[config.mk]
export PLATFORM = sky130hd
export DESIGN_NAME = tab_column_symbol_encoder_unit_flat
export DESIGN_NICKNAME = d
export VERILOG_FILES = /design/src/rtl/tcse_pkg.sv /design/src/rtl/tcse_col_if.sv /design/src/rtl/tcse_sym_if.sv /design/src/rtl/tcse_front.sv /design/src/rtl/tcse_queue.sv /design/src/rtl/tcse_back.sv /design/src/rtl/tab_column_symbol_encoder_unit.sv /design/src/flat_wrapper.sv
export SDC_FILE = /design/constraint.sdc
export NUM_CORES = 1
export LEC_CHECK = 0
export BUFFER_PORTS_ARGS = -buffer_cell sky130_fd_sc_hd__buf_2
export CAP_MARGIN = 20
export CORE_MARGIN = 4
export CORE_UTILIZATION = 58
export CTS_CLUSTER_SIZE = 10
export DETAILED_ROUTE_END_ITERATION = 8
export GPL_ROUTABILITY_DRIVEN = 0
export PLACE_DENSITY = 0.78
export RECOVER_POWER = 50
export SLEW_MARGIN = 25
export SYNTH_ARGS = -nofsm -noshare
export SYNTH_HDL_FRONTEND = slang
export SYNTH_SLANG_ARGS = --single-unit
[constraint.sdc]
create_clock -name clk_i -period 7.81 [get_ports clk_i]
set_input_delay 2.343 -clock clk_i [delete_from_list [all_inputs] [get_ports clk_i]]
set_output_delay 2.343 -clock clk_i [all_outputs]
set_load 0.1 [all_outputs]
[src/rtl/tcse_pkg.sv]
package tcse_pkg;

  localparam int unsigned ROWS        = 7;
  localparam int unsigned DEPTH       = 3;
  localparam int unsigned QUEUE_DEPTH = 2;
  localparam int unsigned QPTR_W      = $clog2(QUEUE_DEPTH);
  localparam int unsigned QCNT_W      = $clog2(QUEUE_DEPTH + 1);
  localparam int unsigned CFG_IDX_W   = 2;
  localparam int unsigned WORD_W      = 32;

  typedef logic [ROWS-1:0][7:0] rows_t;

  typedef struct packed {
    rows_t      rows;
    logic       filler;
    logic       bar;
    logic       dots;
    logic       rest;
    logic [2:0] dig;
    logic       eot;
  } col_t;

  typedef enum logic [1:0] {
    ST_LOAD,
    ST_HDR,
    ST_DEC,
    ST_END
  } state_e;

  typedef enum logic [CFG_IDX_W-1:0] {
    CFG_HEADER = 2'd0,
    CFG_END    = 2'd1
  } cfg_idx_e;

  // characters
  localparam logic [7:0] CH_SPACE = 8'h20;
  localparam logic [7:0] CH_DASH  = 8'h2D;
  localparam logic [7:0] CH_DOT   = 8'h2E;
  localparam logic [7:0] CH_PIPE  = 8'h7C;
  localparam logic [7:0] CH_EQ    = 8'h3D;
  localparam logic [7:0] CH_X     = 8'h78;
  localparam logic [7:0] CH_CARET = 8'h5E;
  localparam logic [7:0] CH_H     = 8'h68;
  localparam logic [7:0] CH_U     = 8'h75;
  localparam logic [7:0] CH_S     = 8'h73;
  localparam logic [7:0] CH_SLASH = 8'h2F;
  localparam logic [7:0] CH_M     = 8'h6D;
  localparam logic [7:0] CH_1     = 8'h31;
  localparam logic [7:0] CH_2     = 8'h32;
  localparam logic [7:0] CH_3     = 8'h33;
  localparam logic [7:0] CH_4     = 8'h34;
  localparam logic [7:0] CH_0     = 8'h30;
  localparam logic [7:0] CH_9     = 8'h39;

  // column patterns, all symmetric so row order does not matter
  localparam rows_t PAT_FILLER = {CH_SPACE, CH_DASH, CH_SPACE, CH_DASH, CH_SPACE, CH_DASH,
                                  CH_SPACE};
  localparam rows_t PAT_BAR    = {CH_SPACE, CH_PIPE, CH_PIPE, CH_PIPE, CH_PIPE, CH_PIPE,
                                  CH_SPACE};
  localparam rows_t PAT_DOTS   = {CH_SPACE, CH_DASH, CH_DOT, CH_DASH, CH_DOT, CH_DASH,
                                  CH_SPACE};

  // symbol words
  localparam logic [WORD_W-1:0] SYM_BAR      = 32'h0100_0000;
  localparam logic [WORD_W-1:0] SYM_DBL_BAR  = 32'h0200_0000;
  localparam logic [WORD_W-1:0] SYM_REP_L    = 32'h0300_0000;
  localparam logic [WORD_W-1:0] SYM_REP_R    = 32'h0400_0000;
  localparam logic [WORD_W-1:0] DUR_DASH     = 32'h4000_0000;
  localparam logic [WORD_W-1:0] DUR_EQ       = 32'h6000_0000;
  localparam logic [WORD_W-1:0] DUR_PLAIN    = 32'h2000_0000;
  localparam logic [WORD_W-1:0] FX_CARET     = 32'h0800_0000;
  localparam logic [WORD_W-1:0] FX_HAMMER    = 32'h0100_0000;
  localparam logic [WORD_W-1:0] FX_U         = 32'h0200_0000;
  localparam logic [WORD_W-1:0] FX_SLIDE     = 32'h0300_0000;
  localparam logic [WORD_W-1:0] FX_SLASH     = 32'h0400_0000;
  localparam logic [WORD_W-1:0] FINGER_UNIT  = 32'h0010_0000;
  localparam logic [WORD_W-1:0] FX_M         = 32'h0080_0000;
  localparam logic [WORD_W-1:0] FLAG_TRIPLET = 32'h1000_0000;

  localparam int unsigned STRING_ROW [3] = '{1, 3, 5};
  localparam int unsigned STRING_SH_W = 6;

  function automatic logic is_digit(input logic [7:0] c);
    return (c >= CH_0) && (c <= CH_9);
  endfunction

  // one or two digit fret, saturated to 5 bits
  function automatic logic [4:0] fret_of(input logic [7:0] a, input logic [7:0] b,
                                         input logic pair);
    logic [6:0] v;
    v = pair ? ((7'(a[3:0]) << 3) + (7'(a[3:0]) << 1) + 7'(b[3:0])) : 7'(a[3:0]);
    return (v > 7'd31) ? 5'd31 : v[4:0];
  endfunction

endpackage

[src/rtl/tcse_col_if.sv]
interface tcse_col_if;
  logic       valid;
  logic       ready;
  logic [7:0] row0_char;
  logic [7:0] row1_char;
  logic [7:0] row2_char;
  logic [7:0] row3_char;
  logic [7:0] row4_char;
  logic [7:0] row5_char;
  logic [7:0] row6_char;
  logic       end_of_tab;

  modport source (
    output valid, row0_char, row1_char, row2_char, row3_char, row4_char, row5_char,
           row6_char, end_of_tab,
    input  ready
  );
  modport sink (
    input  valid, row0_char, row1_char, row2_char, row3_char, row4_char, row5_char,
           row6_char, end_of_tab,
    output ready
  );
endinterface

[src/rtl/tcse_sym_if.sv]
interface tcse_sym_if;
  logic        valid;
  logic        ready;
  logic [31:0] symbol_word;
  logic        last_of_run;

  modport source (output valid, symbol_word, last_of_run, input ready);
  modport sink (input valid, symbol_word, last_of_run, output ready);
endinterface

[src/rtl/tcse_front.sv]
module tcse_front (
  tcse_col_if.sink         col_i,
  output logic             ent_valid_o,
  output tcse_pkg::col_t   ent_data_o,
  input  logic             ent_ready_i
);

  tcse_pkg::rows_t rows;

  always_comb begin
    rows[0] = col_i.row0_char;
    rows[1] = col_i.row1_char;
    rows[2] = col_i.row2_char;
    rows[3] = col_i.row3_char;
    rows[4] = col_i.row4_char;
    rows[5] = col_i.row5_char;
    rows[6] = col_i.row6_char;
  end

  // classify the column on the way into the queue
  always_comb begin
    ent_data_o.rows   = rows;
    ent_data_o.filler = (rows == tcse_pkg::PAT_FILLER);
    ent_data_o.bar    = (rows == tcse_pkg::PAT_BAR);
    ent_data_o.dots   = (rows == tcse_pkg::PAT_DOTS);
    ent_data_o.rest   = (rows[3] == tcse_pkg::CH_X);
    for (int s = 0; s < 3; s++) begin
      ent_data_o.dig[s] = tcse_pkg::is_digit(rows[tcse_pkg::STRING_ROW[s]]);
    end
    ent_data_o.eot    = col_i.end_of_tab;
  end

  assign ent_valid_o = col_i.valid;
  assign col_i.ready = ent_ready_i;

endmodule

[src/rtl/tcse_queue.sv]
module tcse_queue (
  input  logic           clk_i,
  input  logic           rst_ni,
  input  logic           push_valid_i,
  input  tcse_pkg::col_t push_data_i,
  output logic           push_ready_o,
  output logic           pop_valid_o,
  output tcse_pkg::col_t pop_data_o,
  input  logic           pop_ready_i
);

  tcse_pkg::col_t                    mem_q [tcse_pkg::QUEUE_DEPTH];
  logic [tcse_pkg::QPTR_W-1:0]       wr_ptr_q, wr_ptr_d;
  logic [tcse_pkg::QPTR_W-1:0]       rd_ptr_q, rd_ptr_d;
  logic [tcse_pkg::QCNT_W-1:0]       cnt_q, cnt_d;
  logic                              push, pop;

  localparam logic [tcse_pkg::QPTR_W-1:0] PTR_LAST = tcse_pkg::QPTR_W'(tcse_pkg::QUEUE_DEPTH - 1);
  localparam logic [tcse_pkg::QCNT_W-1:0] CNT_FULL = tcse_pkg::QCNT_W'(tcse_pkg::QUEUE_DEPTH);

  assign push_ready_o = (cnt_q != CNT_FULL);
  assign pop_valid_o  = (cnt_q != '0);
  assign pop_data_o   = mem_q[rd_ptr_q];
  assign push         = push_valid_i && push_ready_o;
  assign pop          = pop_valid_o && pop_ready_i;

  always_comb begin
    wr_ptr_d = wr_ptr_q;
    rd_ptr_d = rd_ptr_q;
    cnt_d    = cnt_q;
    if (push) begin
      wr_ptr_d = (wr_ptr_q == PTR_LAST) ? '0 : wr_ptr_q + 1'b1;
    end
    if (pop) begin
      rd_ptr_d = (rd_ptr_q == PTR_LAST) ? '0 : rd_ptr_q + 1'b1;
    end
    if (push && !pop) begin
      cnt_d = cnt_q + 1'b1;
    end else if (pop && !push) begin
      cnt_d = cnt_q - 1'b1;
    end
  end

  always_ff @(posedge clk_i or negedge rst_ni) begin
    if (!rst_ni) begin
      wr_ptr_q <= '0;
      rd_ptr_q <= '0;
      cnt_q    <= '0;
    end else begin
      wr_ptr_q <= wr_ptr_d;
      rd_ptr_q <= rd_ptr_d;
      cnt_q    <= cnt_d;
    end
  end

  always_ff @(posedge clk_i) begin
    if (push) begin
      mem_q[wr_ptr_q] <= push_data_i;
    end
  end

endmodule

[src/rtl/tcse_back.sv]
module tcse_back (
  input  logic                             clk_i,
  input  logic                             rst_ni,
  input  logic                             cfg_we_i,
  input  logic [tcse_pkg::CFG_IDX_W-1:0]   cfg_idx_i,
  input  logic [tcse_pkg::WORD_W-1:0]      cfg_data_i,
  input  logic                             ent_valid_i,
  input  tcse_pkg::col_t                   ent_data_i,
  output logic                             ent_ready_o,
  tcse_sym_if.source                       sym_o
);

  tcse_pkg::state_e              state_q, state_d;
  tcse_pkg::col_t                win_q [tcse_pkg::DEPTH];
  tcse_pkg::col_t                win_d [tcse_pkg::DEPTH];
  logic [1:0]                    cnt_q, cnt_d;
  logic                          flush_q, flush_d;
  logic                          hdr_sent_q, hdr_sent_d;
  logic [tcse_pkg::WORD_W-1:0]   hdr_word_q, end_word_q;
  logic                          out_valid_q, out_valid_d;
  logic [tcse_pkg::WORD_W-1:0]   out_word_q, out_word_d;
  logic                          out_last_q, out_last_d;
  logic                          slot_free;

  logic                          dec_has;
  logic [tcse_pkg::WORD_W-1:0]   dec_word;
  logic [1:0]                    dec_used;
  logic [2:0]                    pair_s;
  logic                          pair;
  tcse_pkg::col_t                lastc;
  logic [tcse_pkg::WORD_W-1:0]   note;

  localparam logic [1:0] CNT_FULL = 2'(tcse_pkg::DEPTH);

  // decode the front of the window
  always_comb begin
    dec_has  = 1'b1;
    dec_word = '0;
    dec_used = 2'd1;
    note     = '0;
    for (int s = 0; s < 3; s++) begin
      pair_s[s] = win_q[0].dig[s] && (cnt_q > 2'd1) && win_q[1].dig[s];
    end
    pair  = |pair_s;
    lastc = pair ? win_q[1] : win_q[0];
    for (int s = 0; s < 3; s++) begin
      if (win_q[0].dig[s]) begin
        note[s*tcse_pkg::STRING_SH_W +: tcse_pkg::STRING_SH_W] =
          {1'b1, tcse_pkg::fret_of(win_q[0].rows[tcse_pkg::STRING_ROW[s]],
                                   win_q[1].rows[tcse_pkg::STRING_ROW[s]], pair_s[s])};
      end
    end
    if (lastc.rows[6] == tcse_pkg::CH_DASH || lastc.rows[4] == tcse_pkg::CH_DASH ||
        lastc.rows[2] == tcse_pkg::CH_DASH) begin
      note = note | tcse_pkg::DUR_DASH;
    end else if (lastc.rows[6] == tcse_pkg::CH_EQ || lastc.rows[4] == tcse_pkg::CH_EQ ||
                 lastc.rows[2] == tcse_pkg::CH_EQ) begin
      note = note | tcse_pkg::DUR_EQ;
    end else begin
      note = note | tcse_pkg::DUR_PLAIN;
    end
    case (lastc.rows[0])
      tcse_pkg::CH_CARET: note = note | tcse_pkg::FX_CARET;
      tcse_pkg::CH_H:     note = note | tcse_pkg::FX_HAMMER;
      tcse_pkg::CH_U:     note = note | tcse_pkg::FX_U;
      tcse_pkg::CH_S:     note = note | tcse_pkg::FX_SLIDE;
      tcse_pkg::CH_SLASH: note = note | tcse_pkg::FX_SLASH;
      tcse_pkg::CH_1:     note = note | tcse_pkg::FINGER_UNIT;
      tcse_pkg::CH_2:     note = note | (tcse_pkg::FINGER_UNIT << 1);
      tcse_pkg::CH_3:     note = note | tcse_pkg::FINGER_UNIT | (tcse_pkg::FINGER_UNIT << 1);
      tcse_pkg::CH_4:     note = note | (tcse_pkg::FINGER_UNIT << 2);
      tcse_pkg::CH_M:     note = note | tcse_pkg::FX_M;
      default: ;
    endcase
    if (lastc.rows[6] == tcse_pkg::CH_3) begin
      note = note | tcse_pkg::FLAG_TRIPLET;
    end

    if (win_q[0].filler) begin
      dec_has = 1'b0;
    end else if (win_q[0].bar) begin
      if (cnt_q > 2'd1 && win_q[1].bar) begin
        if (cnt_q > 2'd2 && win_q[2].dots) begin
          dec_word = tcse_pkg::SYM_REP_L;
          dec_used = 2'd3;
        end else begin
          dec_word = tcse_pkg::SYM_DBL_BAR;
          dec_used = 2'd2;
        end
      end else begin
        dec_word = tcse_pkg::SYM_BAR;
      end
    end else if (win_q[0].dots) begin
      dec_word = tcse_pkg::SYM_REP_R;
      dec_used = cnt_q;
    end else if (win_q[0].rest) begin
      if (win_q[0].rows[4] == tcse_pkg::CH_DASH) begin
        dec_word = tcse_pkg::DUR_DASH;
      end else if (win_q[0].rows[4] == tcse_pkg::CH_EQ) begin
        dec_word = tcse_pkg::DUR_EQ;
      end else begin
        dec_word = tcse_pkg::DUR_PLAIN;
      end
    end else begin
      dec_word = note;
      dec_used = pair ? 2'd2 : 2'd1;
    end
  end

  assign slot_free   = !out_valid_q || sym_o.ready;
  assign ent_ready_o = (state_q == tcse_pkg::ST_LOAD);

  always_comb begin
    state_d     = state_q;
    win_d       = win_q;
    cnt_d       = cnt_q;
    flush_d     = flush_q;
    hdr_sent_d  = hdr_sent_q;
    out_valid_d = out_valid_q && !sym_o.ready;
    out_word_d  = out_word_q;
    out_last_d  = out_last_q;
    case (state_q)
      tcse_pkg::ST_LOAD: begin
        if (ent_valid_i) begin
          win_d[cnt_q] = ent_data_i;
          cnt_d        = cnt_q + 2'd1;
          flush_d      = ent_data_i.eot;
          if (!hdr_sent_q) begin
            state_d = tcse_pkg::ST_HDR;
          end else if (ent_data_i.eot || cnt_q == CNT_FULL - 2'd1) begin
            state_d = tcse_pkg::ST_DEC;
          end
        end
      end
      tcse_pkg::ST_HDR: begin
        if (slot_free) begin
          out_valid_d = 1'b1;
          out_word_d  = hdr_word_q;
          out_last_d  = !flush_q;
          hdr_sent_d  = 1'b1;
          state_d     = (flush_q || cnt_q == CNT_FULL) ? tcse_pkg::ST_DEC : tcse_pkg::ST_LOAD;
        end
      end
      tcse_pkg::ST_DEC: begin
        if (!dec_has || slot_free) begin
          if (dec_has) begin
            out_valid_d = 1'b1;
            out_word_d  = dec_word;
            out_last_d  = !flush_q;
          end
          case (dec_used)
            2'd1: begin
              win_d[0] = win_q[1];
              win_d[1] = win_q[2];
            end
            2'd2: begin
              win_d[0] = win_q[2];
            end
            default: ;
          endcase
          cnt_d = cnt_q - dec_used;
          if (!flush_q) begin
            state_d = tcse_pkg::ST_LOAD;
          end else if (cnt_q == dec_used) begin
            state_d = tcse_pkg::ST_END;
          end
        end
      end
      tcse_pkg::ST_END: begin
        if (slot_free) begin
          out_valid_d = 1'b1;
          out_word_d  = end_word_q;
          out_last_d  = 1'b1;
          hdr_sent_d  = 1'b0;
          flush_d     = 1'b0;
          state_d     = tcse_pkg::ST_LOAD;
        end
      end
      default: state_d = tcse_pkg::ST_LOAD;
    endcase
  end

  always_ff @(posedge clk_i or negedge rst_ni) begin
    if (!rst_ni) begin
      state_q     <= tcse_pkg::ST_LOAD;
      cnt_q       <= '0;
      flush_q     <= 1'b0;
      hdr_sent_q  <= 1'b0;
      out_valid_q <= 1'b0;
      hdr_word_q  <= '0;
      end_word_q  <= '0;
    end else begin
      state_q     <= state_d;
      cnt_q       <= cnt_d;
      flush_q     <= flush_d;
      hdr_sent_q  <= hdr_sent_d;
      out_valid_q <= out_valid_d;
      if (cfg_we_i) begin
        case (cfg_idx_i)
          tcse_pkg::CFG_HEADER: hdr_word_q <= cfg_data_i;
          tcse_pkg::CFG_END:    end_word_q <= cfg_data_i;
          default: ;
        endcase
      end
    end
  end

  always_ff @(posedge clk_i) begin
    win_q      <= win_d;
    out_word_q <= out_word_d;
    out_last_q <= out_last_d;
  end

  assign sym_o.valid       = out_valid_q;
  assign sym_o.symbol_word = out_word_q;
  assign sym_o.last_of_run = out_last_q;

endmodule

[src/rtl/tab_column_symbol_encoder_unit.sv]
// a column goes into the queue, then into the window; header and symbol words leave through
// the output register; a load that fills the window or ends the tab is followed by one decode
// step (the first load by a header step), and these steps wait while the output is stalled
// after the final column, one decode step per flushed symbol or filler, then the end word
// a 2-deep column queue lets the input side run ahead while the decoder waits on output
// reset (rst_ni low, async) empties the queue and window and clears both registers
module tab_column_symbol_encoder_unit (
  input  logic                             clk_i,
  input  logic                             rst_ni,
  input  logic                             cfg_we_i,
  input  logic [tcse_pkg::CFG_IDX_W-1:0]   cfg_idx_i,
  input  logic [tcse_pkg::WORD_W-1:0]      cfg_data_i,
  tcse_col_if.sink                         col_i,
  tcse_sym_if.source                       sym_o
);

  logic           fr_valid, fr_ready;
  tcse_pkg::col_t fr_data;
  logic           q_valid, q_ready;
  tcse_pkg::col_t q_data;

  tcse_front u_front (
    .col_i       (col_i),
    .ent_valid_o (fr_valid),
    .ent_data_o  (fr_data),
    .ent_ready_i (fr_ready)
  );

  tcse_queue u_queue (
    .clk_i        (clk_i),
    .rst_ni       (rst_ni),
    .push_valid_i (fr_valid),
    .push_data_i  (fr_data),
    .push_ready_o (fr_ready),
    .pop_valid_o  (q_valid),
    .pop_data_o   (q_data),
    .pop_ready_i  (q_ready)
  );

  tcse_back u_back (
    .clk_i       (clk_i),
    .rst_ni      (rst_ni),
    .cfg_we_i    (cfg_we_i),
    .cfg_idx_i   (cfg_idx_i),
    .cfg_data_i  (cfg_data_i),
    .ent_valid_i (q_valid),
    .ent_data_i  (q_data),
    .ent_ready_o (q_ready),
    .sym_o       (sym_o)
  );

endmodule

[src/flat_wrapper.sv]
// flat-port wrapper written by rule: the top's interface ports become plain ports
module tab_column_symbol_encoder_unit_flat 
  (clk_i, rst_ni, cfg_we_i, cfg_idx_i, cfg_data_i, col_i_valid, col_i_row0_char, col_i_row1_char, col_i_row2_char, col_i_row3_char, col_i_row4_char, col_i_row5_char, col_i_row6_char, col_i_end_of_tab, col_i_ready, sym_o_valid, sym_o_symbol_word, sym_o_last_of_run, sym_o_ready);
  tcse_col_if col_i_i ();
  tcse_sym_if sym_o_i ();
  input  logic clk_i;
  input  logic rst_ni;
  input  logic cfg_we_i;
  input  logic [tcse_pkg::CFG_IDX_W-1:0] cfg_idx_i;
  input  logic [tcse_pkg::WORD_W-1:0] cfg_data_i;
  input wire logic [$bits(col_i_i.valid)-1:0] col_i_valid;
  input wire logic [$bits(col_i_i.row0_char)-1:0] col_i_row0_char;
  input wire logic [$bits(col_i_i.row1_char)-1:0] col_i_row1_char;
  input wire logic [$bits(col_i_i.row2_char)-1:0] col_i_row2_char;
  input wire logic [$bits(col_i_i.row3_char)-1:0] col_i_row3_char;
  input wire logic [$bits(col_i_i.row4_char)-1:0] col_i_row4_char;
  input wire logic [$bits(col_i_i.row5_char)-1:0] col_i_row5_char;
  input wire logic [$bits(col_i_i.row6_char)-1:0] col_i_row6_char;
  input wire logic [$bits(col_i_i.end_of_tab)-1:0] col_i_end_of_tab;
  output wire logic [$bits(col_i_i.ready)-1:0] col_i_ready;
  output wire logic [$bits(sym_o_i.valid)-1:0] sym_o_valid;
  output wire logic [$bits(sym_o_i.symbol_word)-1:0] sym_o_symbol_word;
  output wire logic [$bits(sym_o_i.last_of_run)-1:0] sym_o_last_of_run;
  input wire logic [$bits(sym_o_i.ready)-1:0] sym_o_ready;
  assign col_i_i.valid = col_i_valid;
  assign col_i_i.row0_char = col_i_row0_char;
  assign col_i_i.row1_char = col_i_row1_char;
  assign col_i_i.row2_char = col_i_row2_char;
  assign col_i_i.row3_char = col_i_row3_char;
  assign col_i_i.row4_char = col_i_row4_char;
  assign col_i_i.row5_char = col_i_row5_char;
  assign col_i_i.row6_char = col_i_row6_char;
  assign col_i_i.end_of_tab = col_i_end_of_tab;
  assign col_i_ready = col_i_i.ready;
  assign sym_o_valid = sym_o_i.valid;
  assign sym_o_symbol_word = sym_o_i.symbol_word;
  assign sym_o_last_of_run = sym_o_i.last_of_run;
  assign sym_o_i.ready = sym_o_ready;
  tab_column_symbol_encoder_unit u_core (.clk_i(clk_i), .rst_ni(rst_ni), .cfg_we_i(cfg_we_i), .cfg_idx_i(cfg_idx_i), .cfg_data_i(cfg_data_i), .col_i(col_i_i), .sym_o(sym_o_i));
endmodule
; After elaboration in Yosys (flattened, before gate mapping)
; Memory sizes are Yosys's and may differ from the RTL's.
; Index checks and enable logic that the tools add are counted.
[op_classes]
n_shift = 0
bitwise_logic = 1
eq_ne = 42
multipliers = 0
muxes = 73
n_addsub = 12
div_mod_pow = 0
n_lt_le_gt_ge = 13
reduce_logical = 50
[op_table]
columns = op, count
row1 = one-hot mux 28 bit (10 select lines), 1
row2 = one-hot mux 128 bit (2 select lines), 1
row3 = 2-to-1 mux 32 bit, 7
row4 = bitwise mux 192 bit, 1
row5 = 2-to-1 mux 192 bit, 1
row6 = 2-to-1 mux 64 bit, 3
row7 = "equality test 56 x 54 -> 1 bit, second input constant", 3
row8 = 2-to-1 mux 31 bit, 5
row9 = demux 64 bit (select 2 bit), 1
row10 = 2-to-1 mux 128 bit, 1
row11 = one-hot mux 64 bit (2 select lines), 1
row12 = "equality test 8 x 6 -> 1 bit, second input constant", 14
row13 = one-hot mux 32 bit (3 select lines), 1
row14 = "equality test 8 x 7 -> 1 bit, second input constant", 6
row15 = 2-to-1 mux 2 bit, 19
row16 = 2-to-1 mux 29 bit, 1
row17 = 2-to-1 mux 25 bit, 1
row18 = ">= comparator 8 x 6 -> 1 bit, second input constant", 3
row19 = "<= comparator 8 x 6 -> 1 bit, second input constant", 3
row20 = adder 7 x 4 -> 7 bit, 3
row21 = adder 7 x 5 -> 7 bit, 3
row22 = "greater-than comparator 7 x 5 -> 1 bit, second input constant", 3
row23 = 2-to-1 mux 7 bit, 3
row24 = 2-to-1 mux 6 bit, 3
row25 = other kinds (35), 103
[totals]
ramBits = 128
ff_bits = 300
latch_bits = 0
mem_count = 1
out_inout_bits = 35
romBits = 0
[memory_table]
columns = name, depth, word_bits, rd, rd_clocked_by_memory_dff, write_ports, line
row1 = u_core.u_queue.mem_q, 2, 64, 1, 0, 1, tcse_queue.sv:12  ; tcse_pkg::col_t mem_q [tcse_pkg::QUEUE_DEPTH];

; Logic depth before layout (Yosys ltp)
; Gate-level depths: netlist of the first run.
[logic_depth]
word_depth = 18
depth_mapped = 10

; Hierarchy
; A second synthesis of the first run with hierarchy kept.
[unflattened]
hier_cells = 1366
hier_area_um2 = 18131.1
[by_module_without_submodules]
columns = mod, instances, cells_per_inst, area_each_um2
row1 = tcse_back, 1, 1049, 12363.1
row2 = tcse_queue, 1, 217, 5018.6
row3 = tcse_front, 1, 100, 749.5

; Worst setup path after synthesis of the first run
; OpenSTA, ideal clock, no wires.
[synth_timing]
path_type = in2reg
from = input port sym_o_ready
to = register u_core.u_back.win_q[129] in the netlist's numbering, enable pin
cell_stages = 4
slack_ns = 0.511
arrival_time_ns = 6.763
path_buffers = 0
required_time_ns = 7.274
cell_sequence = nand2b_1 -> inv_1 -> a311o_1 -> a211oi_1
[synth_via]
elab_chain_len = 4
[synth_rtl]
columns = item, line
row1 = start: declaration, flat_wrapper.sv:24  ; input wire logic [$bits(sym_o_i.ready)-1:0] sym_o_ready;
row2 = logical OR 1 bit, tcse_back.sv:110  ; assign slot_free = !out_valid_q || sym_o.ready;
row3 = logical OR 1 bit, tcse_back.sv:145  ; if (!dec_has || slot_free) begin
row4 = inequality test 2 bit (no source line), --
row5 = AND reduction 4 bit (no source line), --
row6 = end signal: assignment, tcse_back.sv:209  ; win_q <= win_d;
row7 = end: declaration, tcse_back.sv:14  ; tcse_pkg::col_t win_q [tcse_pkg::DEPTH];
; No other way between the ends.
; A chain may end at the register's enable or synchronous reset.

; Worst setup path in the final report of the first run
[layout_timing]
from = input port col_i_valid
to = memory u_core.u_queue.mem_q[1][19] in the netlist's numbering, enable pin
[layout_via]
elab_chain_len = 3
[layout_rtl]
columns = item, line
row1 = start: declaration, flat_wrapper.sv:11  ; input wire logic [$bits(col_i_i.valid)-1:0] col_i_valid;
row2 = logical AND 1 bit, tcse_queue.sv:24  ; assign push = push_valid_i && push_ready_o;
row3 = 2-to-1 mux 1 bit, tcse_queue.sv:57  ; if (push) begin
row4 = 2-to-1 mux 1 bit (implied by the code), tcse_queue.sv:58  ; mem_q[wr_ptr_q] <= push_data_i;
row5 = end: declaration, tcse_queue.sv:12
; No other way between the ends.

==> impl_metrics.yaml, run 1 <==
outcome:
  status: "finished with violations"
  violations: "max-capacitance violations, max-slew violations"
worst_setup_path:
  r2r-start: "u_core.u_queue.rd_ptr_q"
  critPathRequiredTime_ps: 7890
  crit_path_start_kind: "input pin"
  crit_start: "col_i_valid"
  cp.arrival_ps: 4780
  critPathKind: "input pin to flop"
  worstPathMaxFanout: 52
  critPathCaptureType: "flop"
clocking:
  hold_buffers: 0
  clock_sinks: 365
  clockRootBuffer: "clkbuf_16"
  cts_buffers: 43
  clk_path_buf_depth: 3
  cts_tree: "done"
  htreeDepth: 2
  clkTransAtPathRegs_ps: 50
  post_cts_resized: 0
  postCtsSetupRepairBufs: 0
  clock_latency_ps: 540
hold_path:
  min-delay-start: "u_core.u_back.end_word_q[3]"
  hold_class: "flop to flop"
placed_design:
  io_buffers: 130
  dp_hpwl_um: 22680
  place_area_um2: 17340
timing:
  slew_violations: 225
  tns_ps: 0
  period_needed_ps: 4706
  clock.fmax_ghz: 0.2125
  setup_viol: 0
  fin_skew_ps: 12.23
  finalCritPeriodShare_pct: 60.26
  rsz0062_at_grt: "false"
  worstMarginPinSlew_ps: 3279
  hold_viol_final: 0
  maxSlewHeadroom_pct: -118.6
yosys:
  synth_top_family_by_area: "compound AO/OA/AOI/OAI gates"
  synth_compound_area_share_pct: 10.13
  ys_seq_elements: 365
  synthArstFlopShare_pct: 20.55
  synth_cells: 1178
  synth_edf_count: 290
  syn-mean-instance-area_um2: 13.79
  ys.flop_type: "edfxtp_1"
  syn_nets: 1308
  synth_simple_gate_area_share_pct: 9.218
  yosys_warnings: 0
  synthAdderAreaFrac_pct: 2.896
  synth.distinct_cells: 64
  synth_xor_area_share_pct: 0.5391
  yosys-mux-area-fraction_pct: 9.249
  netlist_area_um2: 16250
  seq_area_frac_synth_pct: 65.15
power_and_ir_drop:
  p_switching_mw: 3.300
  p_sw_share_pct: 39.24
  clkPwrFrac_pct: 20.8
  vdd_drop_max_uv: 355.6
  power_density_nw_per_um2: 455.5
  internal-power_mw: 5.111
  p_leak_nw: 6.929
  combPwrFrac_pct: 37.5
  power_frac_seq_pct: 41.7
detailed_routing:
  vias: 10444
  firstDrtPassIters: 5
  postRouteAntennaNets: 0
  wl_per_cell_um: 20.41
  drt_iter0_markers: 954
  vias_per_cell: 6.108
  routed_wl_um: 34910
  drc: 0
floorplan:
  dieHeight_um: 175.4
  die_x_um: 175.4
  rows: 61
  die-area_um2: 30750
  coreArea_um2: 27710
  start_util_pct: 58.64
  ios: 131
grt:
  grt_use_total_pct: 22.53
  grt_first_pass_wirelength_um: 55680
  grt_max_degree: 76
  grt_pass1_vias: 10462
  antenna_found_initial: 0
  grt-ovfl-total: 0
final_layout:
  layout.nets: 1442
  fillers: 2002
  antenna_cells: 0
  drive_above_1_share_pct: 17.12
  area_growth_pct: 13.66
  design_area_um2: 18470
flow_run:
  drv_cap: 5
-- cells in the mapped netlist, types with 6 or more instances --
library cell | number | area share, %
edfxtp_1 | 290 | 54
mux2_2 | 113 | 7.8
nand2_1 | 86 | 2.0
nor2_1 | 77 | 1.8
dfrtp_1 | 75 | 12
o21ai_0 | 74 | 2.3
a221o_1 | 69 | 4.3
inv_1 | 62 | 1.4
clkbuf_1 | 44 | 1.0
ha_1 | 28 | 2.2
mux2i_1 | 23 | 1.4
nor3_1 | 20 | 0.62
a31oi_1 | 13 | 0.50
nand4b_1 | 13 | 0.70
nor4_1 | 13 | 0.50
a21oi_1 | 12 | 0.37
and3_1 | 12 | 0.46
nand4_1 | 10 | 0.39
nand2b_1 | 9 | 0.35
a22oi_1 | 8 | 0.37
and2_1 | 8 | 0.31
buf_1 | 7 | 0.16
nor4bb_1 | 7 | 0.43
xor2_1 | 7 | 0.38
a21o_1 | 6 | 0.28
fa_1 | 6 | 0.74
nand3_1 | 6 | 0.18
-- power by group through the flow --
stage / Clock [mW] / Combinational [mW] / Sequential, mW
final: 1.75 / 3.15 / 3.51
after global routing: 1.86 / 3.43 / 3.58
after CTS: 1.78 / 3.19 / 3.49
after detailed placement: 0 / 3.17 / 3.52
after global placement: 0 / 3.07 / 3.49
after floorplan: 0 / 1.87 / 4.05
-- layout make-up --
class	instances	area [um^2]	share of cell area, %
repair buffers	146	694.4	3.760
multi-input cells	694	5265	28.51
flip-flops and latches	365	10590	57.33
clock inverters	4	30.03	0.1626
inverters	62	232.7	1.260
clock buffers	61	1185	6.416
well taps	378	473.0	2.561
-- state kept, by name, summed over array words and instances, names as in the netlist --
register	count
u_core.u_back.win_q	153
u_core.u_queue.mem_q	104
u_core.u_back.end_word_q	32
u_core.u_back.hdr_word_q	32
u_core.u_back.sym_o.symbol_word	32
u_core.u_back.cnt_q	2
u_core.u_back.state_q	2
u_core.u_queue.cnt_q	2
u_core.u_back.flush_q	1
u_core.u_back.hdr_sent_q	1
u_core.u_back.sym_o.last_of_run	1
u_core.u_back.sym_o.valid	1
u_core.u_queue.rd_ptr_q	1
u_core.u_queue.wr_ptr_q	1
-- cell usage in the layout, fill, tap and decap left out, types with 10 or more instances in the layout --
cell       count
a21oi_1       12
a221o_1       69
a31oi_1       13
and3_1        11
buf_2         84
clkbuf_1      67
clkbuf_16     44
dfrtp_1       74
edfxtp_1     290
ha_1          28
inv_1         62
mux2_1        47
mux2_2        66
mux2i_1       23
nand2_1       85
nand4_1       10
nand4b_1      13
nor2_1        73
nor3_1        19
nor4_1        13
o21ai_0       74
-- logic make-up after synthesis --
logic type | after synthesis
compound gates | 222
mux | 136
flops | 365
xor+xnor | 10
buf+inv | 119
fa+ha+maj | 34
simple gates | 292
-- through the flow --
step / worst slack [ps] / util (%) / cells / power, mW / hold slack, ps
2_1_floorplan: 511.1 / - / 1178 / 5.913 / 460.8
3_3_place_gp: 3457 / 62.57 / 1645 / 6.565 / 480.9
3_5_place_dp: 3386 / 62.57 / 1645 / 6.685 / 490.7
4_1_cts: 3866 / 66.96 / 1710 / 8.456 / 506.1
5_1_grt: 2886 / 66.65 / 1710 / 8.868 / 516.9
6_report: 3104 / 66.65 / 1710 / 8.411 / 505.1
-- final timing paths --
kind | endpoint | slack (ps) | depth (start not counted)
min in group asynchronous | u_core.u_back.cnt_q[1] | 1830 | 1
hold / removal | u_core.u_back.end_word_q[3] | 510 | 1
max in group asynchronous | u_core.u_back.hdr_word_q[6] | 5510 | 1
hold reg to reg | u_core.u_back.end_word_q[3] | 510 | 1
setup / recovery | u_core.u_queue.mem_q[1][19] | 3100 | 3
setup reg to reg | u_core.u_back.state_q[1] | 3700 | 6
-- per-layer routing --
| metal | routed length [um] | track usage [%] | part of all wire [%] | vias to the layer above |
|---|---|---|---|---|
| met5 | 0 | 0 | 0 | - |
| met3 | 2725 | 3.767 | 7.8 | 63 |
| met4 | 906 | 6.743 | 2.6 | 0 |
| li1 | - | - | - | 4799 |
| met1 | 15250 | 32.77 | 44 | 5130 |
| met2 | 16030 | 35.52 | 46 | 452 |
-- worst max-delay path: stages --
cell      delay (ps)
buf_2             90
and3_2           150
clkbuf_1        2120
(Power assumes the default switching activity.)
==> inputs of run 2 (changes only) <==
--- a/config.mk
+++ b/config.mk
@@ -5,14 +5,15 @@
 export SDC_FILE = /design/constraint.sdc
 export NUM_CORES = 1
 export LEC_CHECK = 0
+export ABC_AREA = 1
 export BUFFER_PORTS_ARGS = -buffer_cell sky130_fd_sc_hd__buf_2
 export CAP_MARGIN = 20
 export CORE_MARGIN = 4
-export CORE_UTILIZATION = 58
+export CORE_UTILIZATION = 55
 export CTS_CLUSTER_SIZE = 10
 export DETAILED_ROUTE_END_ITERATION = 8
 export GPL_ROUTABILITY_DRIVEN = 0
-export PLACE_DENSITY = 0.78
+export PLACE_DENSITY = 0.77
 export RECOVER_POWER = 50
 export SLEW_MARGIN = 25
 export SYNTH_ARGS = -nofsm -noshare
==> constraint.sdc (replaced) <==
create_clock -name clk_i -period 3.9 [get_ports clk_i]
set_input_delay 1.17 -clock clk_i [delete_from_list [all_inputs] [get_ports clk_i]]
set_output_delay 1.17 -clock clk_i [all_outputs]
set_load 0.1 [all_outputs]
==> impl_metrics.yaml, run 2 <==
timing:
  fin_hold_ws_ps: 483.8
  rsz0062_at_grt: "false"
  maxSlewHeadroom_pct: -68.46
  worstMarginPinSlew_ps: 2527
  hold_viol_final: 0
  setup_viol: 0
  period_needed_ps: 3436
  clock.fmax_ghz: 0.2910
  fin_skew_ps: 16.56
  slew_violations: 206
  finalCritPeriodShare_pct: 88.11
worst_setup_path:
  critPathRequiredTime_ps: 4120
  critPathCaptureType: "flop"
  cp.arrival_ps: 3650
  crit_path_start_kind: "flop"
  critPathKind: "flop to flop"
  worstPathMaxFanout: 40
  r2r_slack_ps: 460
outcome:
  status: "finished with violations"
  violations: "max-capacitance violations, max-slew violations"
detailed_routing:
  vias: 12777
  drc: 0
  drt_iter0_markers: 1277
  postRouteAntennaNets: 0
  routed_wl_um: 39920
  firstDrtPassIters: 5
  vias_per_cell: 5.519
  wl_per_cell_um: 17.25
yosys:
  netlist_area_um2: 17090
  synth_edf_count: 290
  synth_cells: 1775
  synthTopCellsByArea: "edfxtp_1, nand2_1, dfrtp_1"
  synthArstFlopShare_pct: 20.55
  synth_top_area_share_pct: 50.96
  syn_nets: 1905
  yosysMostFrequentCell: "nand2_1"
  seq_area_frac_synth_pct: 61.94
  ys_seq_elements: 365
  synth_commonest_cells: "nand2_1, edfxtp_1, inv_1, o21ai_0, nand3_1"
  yosysTopAreaCell: "edfxtp_1"
  ys.flop_type: "edfxtp_1"
  synth.distinct_cells: 51
  yosys_warnings: 0
  syn-mean-instance-area_um2: 9.628
clocking:
  clockRootBuffer: "clkbuf_16"
  hold_buffers: 0
  post_cts_resized: 0
  postCtsSetupRepairBufs: 0
  cts_buffers: 43
  clk_path_buf_depth: 3
  clock_latency_ps: 540
  cts_tree: "done"
  clkTransAtPathRegs_ps: 60
  clock_sinks: 365
  htreeDepth: 2
placed_design:
  io_buffers: 130
  dp_hpwl_um: 25730
  place_area_um2: 18100
power_and_ir_drop:
  vdd_drop_max_uv: 552.7
  power_density_nw_per_um2: 919.6
  p_leak_nw: 8.512
  total_power_mw: 17.69
final_layout:
  reg.largest.list: "u_core.u_back.win_q x153, u_core.u_queue.mem_q x104"
  layout_commonest_cell: "nand2_1"
  drive_above_1_share_pct: 9.797
  design_area_um2: 19240
  fillers: 2466
  top_register: "u_core.u_back.win_q"
  final_cell_mix: "nand2_1, edfxtp_1, inv_1"
  antenna_cells: 0
  layout.nets: 2026
  largest_reg_flops: 153
  area_growth_pct: 12.56
grt:
  grt_first_pass_wirelength_um: 63050
  antenna_found_initial: 0
  grt_use_total_pct: 23.11
  grt_max_degree: 83
  grt-ovfl-total: 0
  grt_pass1_vias: 12395
floorplan:
  coreArea_um2: 30590
  ios: 131
  dieHeight_um: 184.3
  start_util_pct: 55.87
  rows: 64
  die-area_um2: 33960
  die_x_um: 184.3
hold_path:
  hold_class: "flop to flop"
flow_run:
  drv_cap: 3
[run 2: cell types whose count changed after synthesis, sizes merged, moves of 17 or more]
cell / previous run / this run
o21ai: 74 / 183
a221o: 69 / 3
nand2: 86 / 649
a21oi: 12 / 29
mux2: 113 / 0
mux2i: 23 / 0
nand3: 6 / 110
inv: 62 / 183
[run 2: path summary, 6_finish.rpt]
kind | end | startpoint | cells after the start
max | u_core.u_back.win_q[161] | u_core.u_back.cnt_q[1] | 14
min | u_core.u_back.end_word_q[8] | u_core.u_back.end_word_q[8] | 2
max reg2reg | u_core.u_back.win_q[161] | u_core.u_back.cnt_q[1] | 14
min reg2reg | u_core.u_back.end_word_q[8] | u_core.u_back.end_word_q[8] | 2
max in group asynchronous | u_core.u_back.hdr_word_q[3] | rst_ni | 1
min in group asynchronous | u_core.u_queue.rd_ptr_q | rst_ni | 1
[run 2: report_power, final]
part	switching [mW]	total (mW)	internal (mW)
clock	1.47	3.52	2.05
sequential	0.624	6.85	6.23
combinational	5.52	7.31	1.80
total	7.61	17.7	10.1
[run 2: kinds of logic after synthesis]
logic type / after synthesis / synth area share, %
xor gates and xnor gates: 3 / 0.1538
DFF: 365 / 61.94
AOI/OAI and AO/OA: 233 / 7.453
and+or+nand+nor: 882 / 21.38
adders and majority gates: 34 / 2.753
buffers and inverters: 258 / 6.325
[run 2: cell type report]
cell class	instances	area, um^2	area share, %
Clock buffer	65	1169	6.075
Clock inverter	3	41.29	0.2146
Inverter	184	690.7	3.590
Multi-Input combinational cell	1152	5489	28.54
Sequential cell	365	10590	55.03
Tap cell	396	495.5	2.576
Timing Repair Buffer	150	765.7	3.981
[run 2: critical path, stage by stage, from the launching register on]
cell	delay [ps]
dfrtp_1	480
inv_2	180
ha_2	490
inv_2	140
nand4_2	230
nand3_4	330
nand2_2	170
o21ai_2	60
nand2_1	50
nand2_1	80
nand2_1	100
nand2_1	70
nand2_1	80
o21a_2	330
buf_12	300
[run 2: per-layer routing]
layer / track usage [%] / vias up / share of wire, %
li1: - / 6132 / -
met1: 32.43 / 5974 / 43
met2: 37.46 / 588 / 46
met3: 3.552 / 83 / 8.5
met4: 7.572 / 0 / 2.7
met5: 0 / - / 0
[run 2: through the flow]
step	instances	setup TNS (ps)	utilization, %	setup WS, ps
3_3_place_gp	2247	0	59.17	600.0
5_1_grt	2315	0	62.88	226.0
3_5_place_dp	2247	0	59.17	500.2
4_1_cts	2315	0	63.13	472.4
2_1_floorplan	1775	-8923	-	-101.5
6_report	2315	0	62.88	463.7
==> inputs of run 3 (changes only) <==
==> constraint.sdc (replaced) <==
create_clock -name clk_i -period 3.9 [get_ports clk_i]
set_input_delay 1.17 -clock clk_i [delete_from_list [all_inputs] [get_ports clk_i]]
set_output_delay 1.17 -clock clk_i [all_outputs]
set_load 0.02 [all_outputs]
==> impl_metrics.yaml, run 3 (synthesized netlist as in run 2, its figures left out) <==
outcome:
  status: "finished with violations"
  violations: "max-capacitance violations, max-slew violations"
timing:
  clock.fmax_ghz: 0.2983
  fin_hold_ws_ps: 484.7
  maxSlewHeadroom_pct: -65.21
  hold_viol_final: 0
  worstMarginPinSlew_ps: 2478
  fin_skew_ps: 12.48
  period_needed_ps: 3352
  setup_viol: 0
  rsz0062_at_grt: "false"
  finalCritPeriodShare_pct: 85.96
  slew_violations: 259
worst_setup_path:
  r2r_slack_ps: 550
  critPathKind: "flop to flop"
  worstPathMaxFanout: 18
  r2r-start: "u_core.u_back.cnt_q[1]"
  critPathRequiredTime_ps: 4110
  worst-r2r-cell-count: 15
  critPathCaptureType: "flop"
  cp.arrival_ps: 3560
  crit_path_start_kind: "flop"
  reg2reg_to: "u_core.u_back.win_q[98]"
hold_path:
  worstHoldEndpoint: "u_core.u_back.hdr_word_q[16]"
  hold_class: "flop to flop"
  min-delay-start: "u_core.u_back.hdr_word_q[16]"
  min_path_cells: 2
detailed_routing:
  firstDrtPassIters: 6
  drt_iter0_markers: 1308
  wl_per_cell_um: 16.67
  postRouteAntennaNets: 0
  drc: 0
  vias_per_cell: 5.487
  routed_wl_um: 38610
  vias: 12709
final_layout:
  layout_commonest_cell: "nand2_1"
  final_cell_mix: "nand2_1, edfxtp_1, inv_1"
  drive_above_1_share_pct: 10.05
  antenna_cells: 0
  top_register: "u_core.u_back.win_q"
  register_area_um2: 10590
  area_growth_pct: 12.78
  utilization_pct: 63.01
  multi_input_area_um2: 5489
  layout.nets: 2027
  largest_reg_flops: 153
  fillers: 2458
  reg.largest.list: "u_core.u_back.win_q x153, u_core.u_queue.mem_q x104"
clocking:
  clk_path_buf_depth: 3
  htreeDepth: 2
  clock_latency_ps: 530
  clockRootBuffer: "clkbuf_16"
  cts_tree: "done"
  cts_buffers: 43
  clkTransAtPathRegs_ps: 50
  postCtsSetupRepairBufs: 0
  post_cts_resized: 0
  hold_buffers: 0
  clock_sinks: 365
flow_run:
  drv_cap: 4
grt:
  grt_first_pass_wirelength_um: 61900
  grt_use_total_pct: 22.37
  antenna_found_initial: 0
  grt_pass1_vias: 12139
  grt_max_degree: 83
  grt-ovfl-total: 0
power_and_ir_drop:
  p_leak_nw: 8.538
  power_density_nw_per_um2: 868.2
  vdd_drop_max_uv: 595.1
floorplan:
  die_x_um: 184.3
  coreArea_um2: 30590
  start_util_pct: 55.87
  ios: 131
  rows: 64
  die-area_um2: 33960
  dieHeight_um: 184.3
placed_design:
  dp_hpwl_um: 25580
  io_buffers: 130
[run 3: cell types whose count changed in the layout (fill, tap and decap cells not counted), sizes merged]
cell	before	now
clkbuf	116	114
buf	99	100
bufinv	0	1
inv	184	185
[run 3: area by class of cell]
cell class              count  area share (%)
flip-flops and latches    365           54.92
clock buffers              63           6.076
clock inverters             5          0.3570
inverters                 184           3.583
multi-input cells        1152           28.48
well taps                 396           2.571
repair buffers            151           4.012
[run 3: where the power goes]
| part | leakage [nW] | switching, mW | internal, mW |
|---|---|---|---|
| combinational | 4.24 | 4.47 | 1.82 |
| clock | 0.602 | 1.47 | 2.13 |
| sequential | 3.69 | 0.617 | 6.23 |
[run 3: worst max path at each step]
| stage | startpoint | to | slack, ps | depth (start not counted) |
|---|---|---|---|---|
| 2_1_floorplan | col_i_valid | u_core.u_queue.mem_q[0][0] | -10 | 2 |
| 3_3_place_gp | u_core.u_back.cnt_q[1] | u_core.u_back.win_q[80] | 660 | 15 |
| 3_5_place_dp | u_core.u_back.cnt_q[1] | u_core.u_back.win_q[81] | 560 | 15 |
| 4_1_cts | u_core.u_back.cnt_q[1] | u_core.u_back.win_q[98] | 540 | 15 |
| 5_1_grt | u_core.u_back.cnt_q[1] | u_core.u_back.win_q[99] | 290 | 15 |
| 6_report | u_core.u_back.cnt_q[1] | u_core.u_back.win_q[98] | 550 | 15 |
[run 3: critical path, cell delays in order (launching register included)]
cell and delay (ps):
dfrtp_1 480, inv_2 180, ha_2 510, inv_2 140
nand4_2 230, nand3_4 100, nand2_2 80, o21ai_2 50
nand2_1 50, nand2_1 80, nand2_1 90, nand2_1 50
nand2_1 80, nand2_1 100, a21oi_4 430, buf_4 360
[run 3: stage by stage]
stage	power [mW]	worst slack [ps]	instances	cell area [um^2]	setup TNS, ps
4_1_cts	16.77	538.4	2316	19350	0
2_1_floorplan	11.20	-13.13	1775	17100	-682.8
3_5_place_dp	13.14	557.9	2248	18110	0
3_3_place_gp	12.87	656.2	2248	18110	0
5_1_grt	17.89	287.6	2316	19270	0
6_report	16.73	547.6	2316	19270	0
[run 3: routing by layer]
layer  track usage (%)  routed length (um)  vias to the layer above
li1                  -                   -                     6119
met5                 0                   0                        -
met2             35.05               17590                      543
met3             3.691                3279                       78
met4             6.477                 902                        0
met1             32.69               16830                     5969
